==> src/rtl/kic_pkg.sv <==
// Shared types and codes for the keypad integer calculator.
// No dependencies; the arithmetic unit, top level, checker and testbench import this package.
package kic_pkg;

  // Keypad command codes (codes six and seven are ignored)
  localparam logic [2:0] CMD_DIGIT  = 3'd0;
  localparam logic [2:0] CMD_PLUS   = 3'd1;
  localparam logic [2:0] CMD_MINUS  = 3'd2;
  localparam logic [2:0] CMD_TIMES  = 3'd3;
  localparam logic [2:0] CMD_DIVIDE = 3'd4;
  localparam logic [2:0] CMD_ENTER  = 3'd5;

  // Latched operation
  typedef enum logic [1:0] {
    OP_ADD = 2'd0,
    OP_SUB = 2'd1,
    OP_MUL = 2'd2,
    OP_DIV = 2'd3
  } op_t;

  // Arithmetic unit functions; the first four line up with op_t
  typedef enum logic [2:0] {
    FN_ADD   = 3'd0,
    FN_SUB   = 3'd1,
    FN_MUL   = 3'd2,
    FN_DIV   = 3'd3,
    FN_MAC10 = 3'd4
  } alu_fn_t;

  // Request from the sequencer to the arithmetic unit
  typedef struct packed {
    logic       start;
    alu_fn_t    fn;
    logic [3:0] digit;
  } alu_req_t;

  // Status back from the arithmetic unit
  typedef struct packed {
    logic done;
    logic dz;
  } alu_stat_t;

endpackage

==> src/rtl/kic_in_if.sv <==
// Keypad event channel: valid/ready handshake carrying one key word.
// Depends on nothing.
interface kic_in_if;
  logic       valid;
  logic       ready;
  logic [2:0] command;
  logic [3:0] digit;

  modport source (output valid, output command, output digit, input ready);
  modport sink   (input valid, input command, input digit, output ready);
endinterface

==> src/rtl/kic_out_if.sv <==
// Result channel: valid/ready handshake carrying one result word.
// Depends on nothing.
interface kic_out_if #(
  parameter int DATA_WIDTH = 32
);
  logic                         valid;
  logic                         ready;
  logic signed [DATA_WIDTH-1:0] value;
  logic                         divide_by_zero;

  modport source (output valid, output value, output divide_by_zero, input ready);
  modport sink   (input valid, input value, input divide_by_zero, output ready);
endinterface

==> src/rtl/kic_alu.sv <==
// Serial arithmetic unit: bit-serial add, subtract and times-ten-plus-digit,
// radix-2 multiply and restoring divide. Depends on kic_pkg.
module kic_alu import kic_pkg::*; #(
  parameter int DATA_WIDTH = 32
) (
  input  logic                  clk,
  input  logic                  rst_n,
  input  alu_req_t              req,
  input  logic [DATA_WIDTH-1:0] a,
  input  logic [DATA_WIDTH-1:0] b,
  output alu_stat_t             stat,
  output logic [DATA_WIDTH-1:0] result
);

  localparam int CW = $clog2(DATA_WIDTH);

  typedef enum logic [1:0] {
    A_IDLE,
    A_RUN,
    A_FIX
  } alu_state_t;

  alu_state_t            state_r;
  alu_fn_t               fn_r;
  logic [DATA_WIDTH-1:0] sa_r;
  logic [DATA_WIDTH-1:0] sb_r;
  logic [DATA_WIDTH-1:0] res_r;
  logic [1:0]            carry_r;
  logic [2:0]            hist_r;
  logic [CW-1:0]         cnt_r;
  logic                  neg_r;
  logic                  dz_r;
  logic                  done_r;

  // Per-bit serial sums
  logic [1:0]            add_sum;
  logic [2:0]            mac_sum;
  // Divide trial subtract
  logic [DATA_WIDTH:0]   div_rem;
  logic [DATA_WIDTH:0]   div_diff;
  // Operand load values at start
  logic [DATA_WIDTH-1:0] ld_a;
  logic [DATA_WIDTH-1:0] ld_b;
  logic                  start_dz;
  logic                  start_neg;

  assign add_sum  = {1'b0, sa_r[0]} + {1'b0, sb_r[0] ^ (fn_r == FN_SUB)} + {1'b0, carry_r[0]};
  // x*10 = (x<<1) + (x<<3): bit i takes x[i-1] and x[i-3] from the history
  assign mac_sum  = {2'b00, hist_r[0]} + {2'b00, hist_r[2]} + {2'b00, sb_r[0]}
                  + {1'b0, carry_r};
  assign div_rem  = {res_r, sa_r[DATA_WIDTH-1]};
  assign div_diff = div_rem - {1'b0, sb_r};

  assign stat.done = done_r;
  assign stat.dz   = dz_r;
  assign result    = res_r;

  // Operands as loaded: digit for times-ten, magnitudes for divide
  always_comb begin
    ld_a      = a;
    ld_b      = b;
    start_dz  = 1'b0;
    start_neg = 1'b0;
    case (req.fn)
      FN_MAC10: begin
        ld_b = {{(DATA_WIDTH-4){1'b0}}, req.digit};
      end
      FN_DIV: begin
        // work on magnitudes, fix the sign at the end
        ld_a      = a[DATA_WIDTH-1] ? (~a + 1'b1) : a;
        ld_b      = b[DATA_WIDTH-1] ? (~b + 1'b1) : b;
        start_neg = a[DATA_WIDTH-1] ^ b[DATA_WIDTH-1];
        start_dz  = (b == '0);
      end
      default: ;
    endcase
  end

  always_ff @(posedge clk) begin
    if (!rst_n) begin
      state_r <= A_IDLE;
      done_r  <= 1'b0;
      dz_r    <= 1'b0;
      fn_r    <= FN_ADD;
    end else begin
      case (state_r)
        A_IDLE: begin
          if (req.start) begin
            fn_r    <= req.fn;
            cnt_r   <= CW'(DATA_WIDTH - 1);
            carry_r <= {1'b0, req.fn == FN_SUB};
            hist_r  <= '0;
            dz_r    <= start_dz;
            neg_r   <= start_neg;
            res_r   <= '0;
            sa_r    <= ld_a;
            sb_r    <= ld_b;
            // divide by zero finishes at once
            done_r  <= start_dz;
            state_r <= start_dz ? A_IDLE : A_RUN;
          end else begin
            done_r <= 1'b0;
          end
        end
        A_RUN: begin
          cnt_r <= cnt_r - 1'b1;
          case (fn_r)
            FN_ADD, FN_SUB: begin
              res_r   <= {add_sum[0], res_r[DATA_WIDTH-1:1]};
              carry_r <= {1'b0, add_sum[1]};
              sa_r    <= sa_r >> 1;
              sb_r    <= sb_r >> 1;
            end
            FN_MAC10: begin
              res_r   <= {mac_sum[0], res_r[DATA_WIDTH-1:1]};
              carry_r <= mac_sum[2:1];
              hist_r  <= {hist_r[1:0], sa_r[0]};
              sa_r    <= sa_r >> 1;
              sb_r    <= sb_r >> 1;
            end
            FN_MUL: begin
              if (sb_r[0]) begin
                res_r <= res_r + sa_r;
              end
              sa_r <= sa_r << 1;
              sb_r <= sb_r >> 1;
            end
            default: begin
              // restoring divide, one quotient bit per cycle into sa_r
              if (!div_diff[DATA_WIDTH]) begin
                res_r <= div_diff[DATA_WIDTH-1:0];
                sa_r  <= {sa_r[DATA_WIDTH-2:0], 1'b1};
              end else begin
                res_r <= div_rem[DATA_WIDTH-1:0];
                sa_r  <= {sa_r[DATA_WIDTH-2:0], 1'b0};
              end
            end
          endcase
          if (cnt_r == '0) begin
            if (fn_r == FN_DIV) begin
              done_r  <= 1'b0;
              state_r <= A_FIX;
            end else begin
              done_r  <= 1'b1;
              state_r <= A_IDLE;
            end
          end else begin
            done_r <= 1'b0;
          end
        end
        A_FIX: begin
          res_r   <= neg_r ? (~sa_r + 1'b1) : sa_r;
          done_r  <= 1'b1;
          state_r <= A_IDLE;
        end
        default: begin
          done_r  <= 1'b0;
          state_r <= A_IDLE;
        end
      endcase
    end
  end

endmodule

==> src/rtl/keypad_integer_calculator_top.sv <==
// Keypad integer calculator top level: key sequencer, operand registers
// and result register. Depends on kic_pkg, kic_in_if, kic_out_if, kic_alu.
//
//   Channel | Dir | Word
//   in_ch   | in  | command[2:0], digit[3:0]
//   out_ch  | out | value[DATA_WIDTH-1:0] signed, divide_by_zero
//
// Operator keys and unused codes are handled in idle. A digit runs the
// bit-serial times-ten-plus-digit in the serial unit; enter runs it for
// add, subtract and multiply, and for divide adds a sign fix step (one bit
// per cycle in the serial unit); divide by zero finishes without a serial
// run. No new key is taken until the digit or enter is through.
// Synchronous active-low reset clears operands, operation and handshakes.
// Keys are taken while a result waits on out_ch; a second enter then waits
// for the result register to drain before returning to idle.
module keypad_integer_calculator_top import kic_pkg::*; #(
  parameter int DATA_WIDTH = 32
) (
  input  logic      clk,
  input  logic      rst_n,
  kic_in_if.sink    in_ch,
  kic_out_if.source out_ch
);

  typedef enum logic [1:0] {
    S_IDLE,
    S_DIGIT,
    S_CALC,
    S_HOLD
  } seq_state_t;

  seq_state_t                   state_r;
  logic [DATA_WIDTH-1:0]        first_r;
  logic [DATA_WIDTH-1:0]        second_r;
  op_t                          op_r;
  logic                         entering_second_r;
  logic                         sel_second_r;
  logic                         out_valid_r;
  logic signed [DATA_WIDTH-1:0] out_value_r;
  logic                         out_dz_r;

  logic                  accept;
  logic                  out_free;
  logic                  out_load;
  alu_req_t              alu_req;
  alu_stat_t             alu_stat;
  logic [DATA_WIDTH-1:0] alu_a;
  logic [DATA_WIDTH-1:0] alu_b;
  logic [DATA_WIDTH-1:0] alu_res;

  assign in_ch.ready           = (state_r == S_IDLE);
  assign accept                = in_ch.valid && in_ch.ready;
  assign out_free              = !out_valid_r || out_ch.ready;
  // result word moves into the output register this cycle
  assign out_load              = ((state_r == S_CALC && alu_stat.done) || state_r == S_HOLD)
                                 && out_free;
  assign out_ch.valid          = out_valid_r;
  assign out_ch.value          = out_value_r;
  assign out_ch.divide_by_zero = out_dz_r;

  // Start the serial unit on an accepted digit or enter word
  always_comb begin
    alu_req.start = 1'b0;
    alu_req.fn    = alu_fn_t'({1'b0, op_r});
    alu_req.digit = in_ch.digit;
    alu_a         = first_r;
    alu_b         = second_r;
    if (accept && in_ch.command == CMD_DIGIT) begin
      alu_req.start = 1'b1;
      alu_req.fn    = FN_MAC10;
      alu_a         = entering_second_r ? second_r : first_r;
    end else if (accept && in_ch.command == CMD_ENTER) begin
      alu_req.start = 1'b1;
    end
  end

  kic_alu #(.DATA_WIDTH(DATA_WIDTH)) u_alu (
    .clk    (clk),
    .rst_n  (rst_n),
    .req    (alu_req),
    .a      (alu_a),
    .b      (alu_b),
    .stat   (alu_stat),
    .result (alu_res)
  );

  // Sequencer, operand state and result register
  always_ff @(posedge clk) begin
    if (!rst_n) begin
      state_r           <= S_IDLE;
      first_r           <= '0;
      second_r          <= '0;
      op_r              <= OP_ADD;
      entering_second_r <= 1'b0;
      sel_second_r      <= 1'b0;
      out_valid_r       <= 1'b0;
      out_dz_r          <= 1'b0;
    end else begin
      if (out_load) begin
        out_valid_r <= 1'b1;
      end else if (out_ch.ready) begin
        out_valid_r <= 1'b0;
      end
      case (state_r)
        S_IDLE: begin
          if (accept) begin
            case (in_ch.command) inside
              CMD_DIGIT: begin
                sel_second_r <= entering_second_r;
                state_r      <= S_DIGIT;
              end
              [CMD_PLUS:CMD_DIVIDE]: begin
                op_r              <= op_t'(2'(in_ch.command - CMD_PLUS));
                entering_second_r <= 1'b1;
              end
              CMD_ENTER: begin
                // operands already captured by the serial unit
                first_r           <= '0;
                second_r          <= '0;
                entering_second_r <= 1'b0;
                state_r           <= S_CALC;
              end
              default: ;
            endcase
          end
        end
        S_DIGIT: begin
          if (alu_stat.done) begin
            if (sel_second_r) begin
              second_r <= alu_res;
            end else begin
              first_r <= alu_res;
            end
            state_r <= S_IDLE;
          end
        end
        S_CALC, S_HOLD: begin
          if (alu_stat.done || state_r == S_HOLD) begin
            if (out_free) begin
              out_value_r <= signed'(alu_res);
              out_dz_r    <= alu_stat.dz;
              state_r     <= S_IDLE;
            end else begin
              state_r <= S_HOLD;
            end
          end
        end
        default: state_r <= S_IDLE;
      endcase
    end
  end

endmodule

==> src/flat_wrapper.sv <==
// flat-port wrapper written by rule: the top's interface ports become plain ports
module keypad_integer_calculator_top_flat import kic_pkg::*;
#(
  parameter int DATA_WIDTH = 32
)
  (clk, rst_n, in_ch_valid, in_ch_command, in_ch_digit, in_ch_ready, out_ch_valid, out_ch_value, out_ch_divide_by_zero, out_ch_ready);
  kic_in_if in_ch_i ();
  kic_out_if #(.DATA_WIDTH(DATA_WIDTH)) out_ch_i ();
  input  logic clk;
  input  logic rst_n;
  input wire logic [$bits(in_ch_i.valid)-1:0] in_ch_valid;
  input wire logic [$bits(in_ch_i.command)-1:0] in_ch_command;
  input wire logic [$bits(in_ch_i.digit)-1:0] in_ch_digit;
  output wire logic [$bits(in_ch_i.ready)-1:0] in_ch_ready;
  output wire logic [$bits(out_ch_i.valid)-1:0] out_ch_valid;
  output wire logic [$bits(out_ch_i.value)-1:0] out_ch_value;
  output wire logic [$bits(out_ch_i.divide_by_zero)-1:0] out_ch_divide_by_zero;
  input wire logic [$bits(out_ch_i.ready)-1:0] out_ch_ready;
  assign in_ch_i.valid = in_ch_valid;
  assign in_ch_i.command = in_ch_command;
  assign in_ch_i.digit = in_ch_digit;
  assign in_ch_ready = in_ch_i.ready;
  assign out_ch_valid = out_ch_i.valid;
  assign out_ch_value = out_ch_i.value;
  assign out_ch_divide_by_zero = out_ch_i.divide_by_zero;
  assign out_ch_i.ready = out_ch_ready;
  keypad_integer_calculator_top #(.DATA_WIDTH(DATA_WIDTH)) u_core (.clk(clk), .rst_n(rst_n), .in_ch(in_ch_i), .out_ch(out_ch_i));
endmodule
==> config.mk <==
export PLATFORM = sky130hd
export DESIGN_NAME = keypad_integer_calculator_top_flat
export DESIGN_NICKNAME = d
export VERILOG_FILES = /design/src/rtl/kic_pkg.sv /design/src/rtl/kic_in_if.sv /design/src/rtl/kic_out_if.sv /design/src/rtl/kic_alu.sv /design/src/rtl/keypad_integer_calculator_top.sv /design/src/flat_wrapper.sv
export SDC_FILE = /design/constraint.sdc
export NUM_CORES = 1
export LEC_CHECK = 0
export ABC_CLOCK_PERIOD_IN_PS = 4300
export BUFFER_PORTS_ARGS = -buffer_cell sky130_fd_sc_hd__buf_4
export CAP_MARGIN = 30
export CORE_MARGIN = 2
export CORE_UTILIZATION = 40
export CTS_CLUSTER_SIZE = 12
export DETAILED_ROUTE_END_ITERATION = 6
export PLACE_DENSITY = 0.53
export SETUP_SLACK_MARGIN = 0.1
export SYNTH_ARGS = -nofsm -noshare
export SYNTH_HDL_FRONTEND = slang
export SYNTH_SLANG_ARGS = --single-unit
==> constraint.sdc <==
create_clock -name clk -period 4.3 [get_ports clk]
set_clock_uncertainty 0.05 [all_clocks]
set_input_delay 0.215 -clock clk [delete_from_list [all_inputs] [get_ports clk]]
set_output_delay 0.215 -clock clk [all_outputs]
set_load 0.03 [all_outputs]
; ---- Word level (Yosys, flattened, before mapping)
; Index checks and enable logic that the tools add are counted.
[word_totals]
inputBits = 11
ff_bits = 218
output_inout_bits = 35
word_cells = 172
[classes]
eq_ne = 29
n_reduce_logical = 41
magnitude_cmp = 2
mux = 62
n_bitwise = 6
addsub = 12
[ops]
columns = op, n
row1 = 2-to-1 mux 32 bit, 20
row2 = one-hot mux 32 bit (2 select lines), 6
row3 = one-hot mux 32 bit (3 select lines), 2
row4 = adder 32 x 1 -> 32 bit (second input constant), 3
row5 = inverter 32 bit, 3
row6 = subtractor 33 x 32 -> 33 bit, 1
row7 = adder 32 bit, 1
row8 = zero test 32 bit, 1
row9 = AND reduction 4 bit, 7
row10 = 2-to-1 mux 2 bit, 11
row11 = != test 2 bit (second input constant), 8
row12 = AND reduction 7 bit, 2
row13 = 2-to-1 mux 1 bit, 12
row14 = one-hot mux 2 bit (2 select lines), 3
row15 = AND reduction 3 bit, 4
row16 = one-hot mux 5 bit (2 select lines), 1
row17 = equality test 3 x 2 -> 1 bit (second input constant), 3
row18 = equality test 3 bit (second input constant), 3
row19 = 2-to-1 mux 3 bit, 3
row20 = != test 3 bit (second input constant), 3
row21 = != test 2 x 1 -> 1 bit (second input constant), 4
row22 = nonzero test 2 bit, 4
row23 = equality test 2 bit (second input constant), 3
row24 = equality test 3 x 1 -> 1 bit (second input constant), 2
row25 = other kinds (28), 42

; ---- Longest topological paths before layout
[logic_depth]
depth_word = 10
depth_mapped = 17
mapped_depth_nobuf = 13

; ---- Hierarchy
; Synthesis repeated with hierarchy kept, for this count alone.
[hier_totals]
cells_unflattened = 1846
hier_area_um2 = 16220.6
[modules_own_cells]
columns = mod, cells_per_inst, n_inst, area_per_inst_um2, seq_area_each_um2
row1 = kic_alu, 1466, 1, 11825.1, 3353.2
row2 = keypad_integer_calculator_top, 380, 1, 4395.5, 2402.3

; ---- Worst setup path after synthesis
; No wires, ideal clock.
[synth_timing]
kind = register -> register
from = reg u_core.state_r[1]
to = reg u_core.u_alu.res_r[0], in the netlist u_core.u_alu.result[0], enable pin
synth_period_minus_slack_ps = 4128
stages_incl_launch_ff = 7
setup_slack_ps = 172
t_required_ps = 3789
arrival_ps = 3616
path_buffers = 1
path_cell_list = dfxtp_1 > clkbuf_1 > nor2_1 > nand2_1 > nor2_1 > nor2b_1 > nor3_1
[synth_between]
elab_chain_len = 7
[synth_lines]
columns = item, line
row1 = "start, declared", keypad_integer_calculator_top.sv:32  ; seq_state_t state_r;
row2 = "start signal, assigned", keypad_integer_calculator_top.sv:90  ; state_r <= S_IDLE;
row3 = "start signal, assigned", keypad_integer_calculator_top.sv:110  ; state_r <= S_DIGIT;
row4 = "start signal, assigned", keypad_integer_calculator_top.sv:121  ; state_r <= S_CALC;
row5 = zero test 2 bit (*), keypad_integer_calculator_top.sv:51  ; assign in_ch.ready = (state_r == S_IDLE);
row6 = named net in_ch_ready, flat_wrapper.sv:14  ; output wire logic [$bits(in_ch_i.ready)-1:0] in_ch_ready;
row7 = logical AND 1 bit (*), keypad_integer_calculator_top.sv:52  ; assign accept = in_ch.valid && in_ch.ready;
row8 = logical AND 1 bit, keypad_integer_calculator_top.sv:72  ; end else if (accept && in_ch.command == CMD_ENTER) begin
row9 = 2-to-1 mux 1 bit, keypad_integer_calculator_top.sv:72
row10 = 2-to-1 mux 1 bit (*), keypad_integer_calculator_top.sv:68  ; if (accept && in_ch.command == CMD_DIGIT) begin
row11 = != test 2 x 1 -> 1 bit (no line) (*), n/a
row12 = AND reduction 4 bit (no line) (*), n/a
row13 = "end signal, assigned", kic_alu.sv:131  ; res_r <= div_diff[DATA_WIDTH-1:0];
row14 = "end signal, assigned", kic_alu.sv:134  ; res_r <= div_rem[DATA_WIDTH-1:0];
row15 = "end signal, assigned", kic_alu.sv:152  ; res_r <= neg_r ? (~sa_r + 1'b1) : sa_r;
row16 = "end, declared", kic_alu.sv:27  ; logic [DATA_WIDTH-1:0] res_r;
; Mark *: on every way through the listed nets, which the timed path passes. The rest lies on a longest branch.
; A chain may end at the register's enable or synchronous reset.

; ---- Worst setup path after layout
[layout_timing]
from = reg u_core.u_alu.sa_r[0]
to = reg u_core.u_alu.res_r[30], in the netlist u_core.u_alu.result[30], data pin
[layout_between]
elab_chain_len = 4
[layout_lines]
columns = item, line
row1 = "start, declared", kic_alu.sv:25  ; logic [DATA_WIDTH-1:0] sa_r;
row2 = "start signal, assigned", kic_alu.sv:96  ; sa_r <= ld_a;
row3 = "start signal, assigned", kic_alu.sv:111  ; sa_r <= sa_r >> 1;
row4 = "start signal, assigned", kic_alu.sv:118  ; sa_r <= sa_r >> 1;
row5 = adder 32 bit / inverter 32 bit (equally long branches), "kic_alu.sv:123, kic_alu.sv:152"
row6 = 2-to-1 mux 32 bit / adder 32 x 1 -> 32 bit (equally long branches), "kic_alu.sv:122, kic_alu.sv:152"
row7 = one-hot mux 32 bit (3 select lines) / 2-to-1 mux 32 bit (equally long branches), "kic_alu.sv:107, kic_alu.sv:152"
row8 = one-hot mux 32 bit (3 select lines) (*), kic_alu.sv:86  ; case (state_r)
row9 = "end signal, assigned", kic_alu.sv:109  ; res_r <= {add_sum[0], res_r[DATA_WIDTH-1:1]};
row10 = "end signal, assigned", kic_alu.sv:115  ; res_r <= {mac_sum[0], res_r[DATA_WIDTH-1:1]};
row11 = "end signal, assigned", kic_alu.sv:123  ; res_r <= res_r + sa_r;
; Every way passes the cells marked *; elsewhere a longest branch is shown, timed or not. The select of a mux whose other input is x is not followed.

==> flow_summary.yaml <==
synthesis:
  yosysTopAreaCell: "edfxtp_1"
  avgSynthCellArea_um2: 8.48
  ys_seq_elements: 218
  synth_area_um2: 16400
  seq_area_frac_synth_pct: 35.2
  synth_edf_count: 139
  yosysWarningCount: 0
  synth_area_leaders: "edfxtp_1 (26%), dfxtp_1 (9.7%), nand2_1 (5.8%)"
  netlist_top_cells_count: "nand2_1 (253), edfxtp_1 (139), a21oi_1 (133), nor2_1 (103), clkbuf_1 (101)"
  synthCells: 1930
  postSynth.asyncResetShare_pct: 0
  ys.flop_type: "edfxtp_1"
  synth_top_area_share_pct: 25.5
  synth.distinct_cells: 89
  synth.most_common_cell: "nand2_1"
  synth_nets: 2020
sta:
  setup_viol: 0
  setup_tns_ns: 0
  slew-limit-headroom_pct: 34.2
  hold_viol: 0
  fin_crit_sh_pct: 94.0
  fmax_ghz: 0.247
  grt_setup_unrepaired: "false"
  period_needed_ns: 4.04
  setup_ws_ns: 0.257
  drv_slew: 0
  worstMarginPinSlew_ns: 0.985
grt:
  groute.usage.overall_pct: 27.8
  overflow: 0
  antenna_found_initial: 3
  grt_max_degree: 73
  grt_pass1_wl_mm: 89.9
  grt_pass1_vias: 14500
critical_path:
  cp-start-kind: "register"
  crit_type: "register to register"
  crit_arrival_ns: 4.27
  cp_data_required_time_ns: 4.53
  end_kind: "register"
  cp_max_fo: 6
cts:
  clockRootBuffer: "clkbuf_16"
  cts_num_sinks: 218
  cts_buffers: 29
  clk_path_buf_depth: 3
  clock_latency_ns: 0.57
  cts_tree: "done"
  htreeDepth: 1
  clk_pin_slew_worst_paths_ns: 0.06
  post_cts_buffers: 0
route:
  wl_per_cell_um: 23.6
  num_vias: 15400
  postRouteWirelength_mm: 59.3
  first_iter_violations: 1577
  drc: 0
  drtAntennaViolNets: 0
  viasPerCell: 6.13
  dr.pass1.iters: 5
cells_and_area:
  multi_input_area_um2: 9910
  fill_cells: 4036
  regArea_um2: 5760
  syn2layout_area_growth_pct: 12.8
  layout.nets: 2046
  drive_gt1_share_pct: 10.7
power_and_ir_drop:
  p_per_area_nw_per_um2: 283
  p_leak_uw: 0.00681
  p_total_uw: 5230
  irDropWorstVdd_mv: 0.255
die:
  dieHeight_um: 206
  core_area_um2: 40600
  fp.dieW_um: 206
  initial_core_util_pct: 40.3
  dieArea_um2: 42500
  row_count: 74
  num_io_pins: 46
run_status:
  status: "complete, no violations"
placement:
  pre_cts_slack_ns: 0.347
  numPortBuffers: 45
  gp_congestion: 0.949
  place.detailed.hpwl_mm: 42.9
min_path:
  hold_class: "input pin to register"
run:
  cap_violations: 0
==> registers in the layout, indices dropped and copies added (netlist names), 2 cells and up <==
signal	flops
u_core.alu_b	32
u_core.first_r	32
u_core.op_r	2
u_core.out_ch.value	32
u_core.state_r	2
u_core.u_alu.carry_r	2
u_core.u_alu.cnt_r	5
u_core.u_alu.fn_r	3
u_core.u_alu.hist_r	3
u_core.u_alu.result	32
u_core.u_alu.sa_r	32
u_core.u_alu.sb_r	32
u_core.u_alu.state_r	2
==> layout by cell type (no fill, tap or decap), types with 20 or more instances in the layout <==
master     synthesis  final
inv_1             68     68
xnor2_1           62     62
and3_1            39     38
o31ai_1           33     33
clkbuf_16          0     30
o221ai_1          20     20
nor2_1           103    103
nand2_1          253    253
nor3_1            76     75
a21oi_1          133    128
a21o_1            32     31
edfxtp_1         139    139
dfxtp_1           79     79
a31oi_1           40     40
buf_4              3    113
ha_1              74     73
o21ai_0           92     92
xor2_1            41     41
mux2i_1           52     52
nand3_1           88     88
a211oi_1          21     21
a21boi_0          73     73
==> power by group <==
group	internal [uW]	switching (uW)
Clock	1330	996
Combinational	226	387
Sequential	2260	42.8
Total	3810	1430
==> metal layers <==
metal	share of wire, %	GRT usage, %	vias up	routed length (um)
met1	45	38.9	7421	26500
li1	-	-	7207	-
met3	6.6	3.42	117	3890
met5	0.046	0	-	27
met2	45	44.5	636	26800
met4	3.3	9.36	4	1960
==> layout make-up <==
cell class	instances	area share [%]
multi-input cells	1517	53.7
flip-flops and latches	218	31.2
repair buffers	122	5.37
clock buffers	37	4.43
well taps	532	3.61
inverters	68	1.38
clock inverters	14	0.373
diodes	1	0.0136
==> kinds of logic (layout without fill, tap and decap cells) <==
logic type / count (synthesis) / after routing / share of synthesized area, %
muxes: 56 / 56 / 3.48
and+or+nand+nor: 698 / 698 / 21.1
adders and majority gates: 79 / 79 / 6.27
xor gates and xnor gates: 103 / 103 / 5.51
AOI/OAI and AO/OA: 581 / 581 / 23.7
DFF: 218 / 218 / 35.2
other: 0 / 1 / 0
buffers and inverters: 195 / 241 / 4.79
==> timing repair <==
item | CTS | global route
gates resized for setup | 0 | 1
endpoints found under the hold margin | 4 | 0
endpoints found under the setup margin | 0 | 1
hold buffers | 4 | 0
==> critical path, cell delays in order, from the launching register on <==
cell and delay, ns:
edfxtp_1 0.51, ha_1 0.28, fa_1 0.40, a21o_1 0.24
a221oi_1 0.31, buf_4 0.18, and4_1 0.29, o311ai_0 0.29
a32oi_1 0.43, o21ai_0 0.17, xnor2_1 0.15, a221oi_1 0.32
o32ai_1 0.13
==> metrics by stage <==
step	hold slack, ns	area, um^2	util (%)	cells
2_1_floorplan	0.374	16400	-	1930
3_3_place_gp	0.405	17500	43.0	2451
3_5_place_dp	0.410	17500	43.1	2452
4_1_cts	0.00791	18400	45.4	2507
5_1_grt	0.0539	18500	45.4	2508
6_report	0.0290	18500	45.4	2509
==> path summary, 6_finish.rpt <==
path | startpoint | endpoint | slack (ns) | cells past startpoint
min | in_ch_digit[0] | u_core.u_alu.sb_r[0] | 0.03 | 3
min reg2reg | u_core.first_r[28] | u_core.first_r[28] | 0.42 | 2
max reg2reg | u_core.u_alu.sa_r[0] | u_core.u_alu.result[30] | 0.26 | 12
max | u_core.u_alu.sa_r[0] | u_core.u_alu.result[30] | 0.26 | 12
No activity file was read; power rests on OpenSTA's default activity.
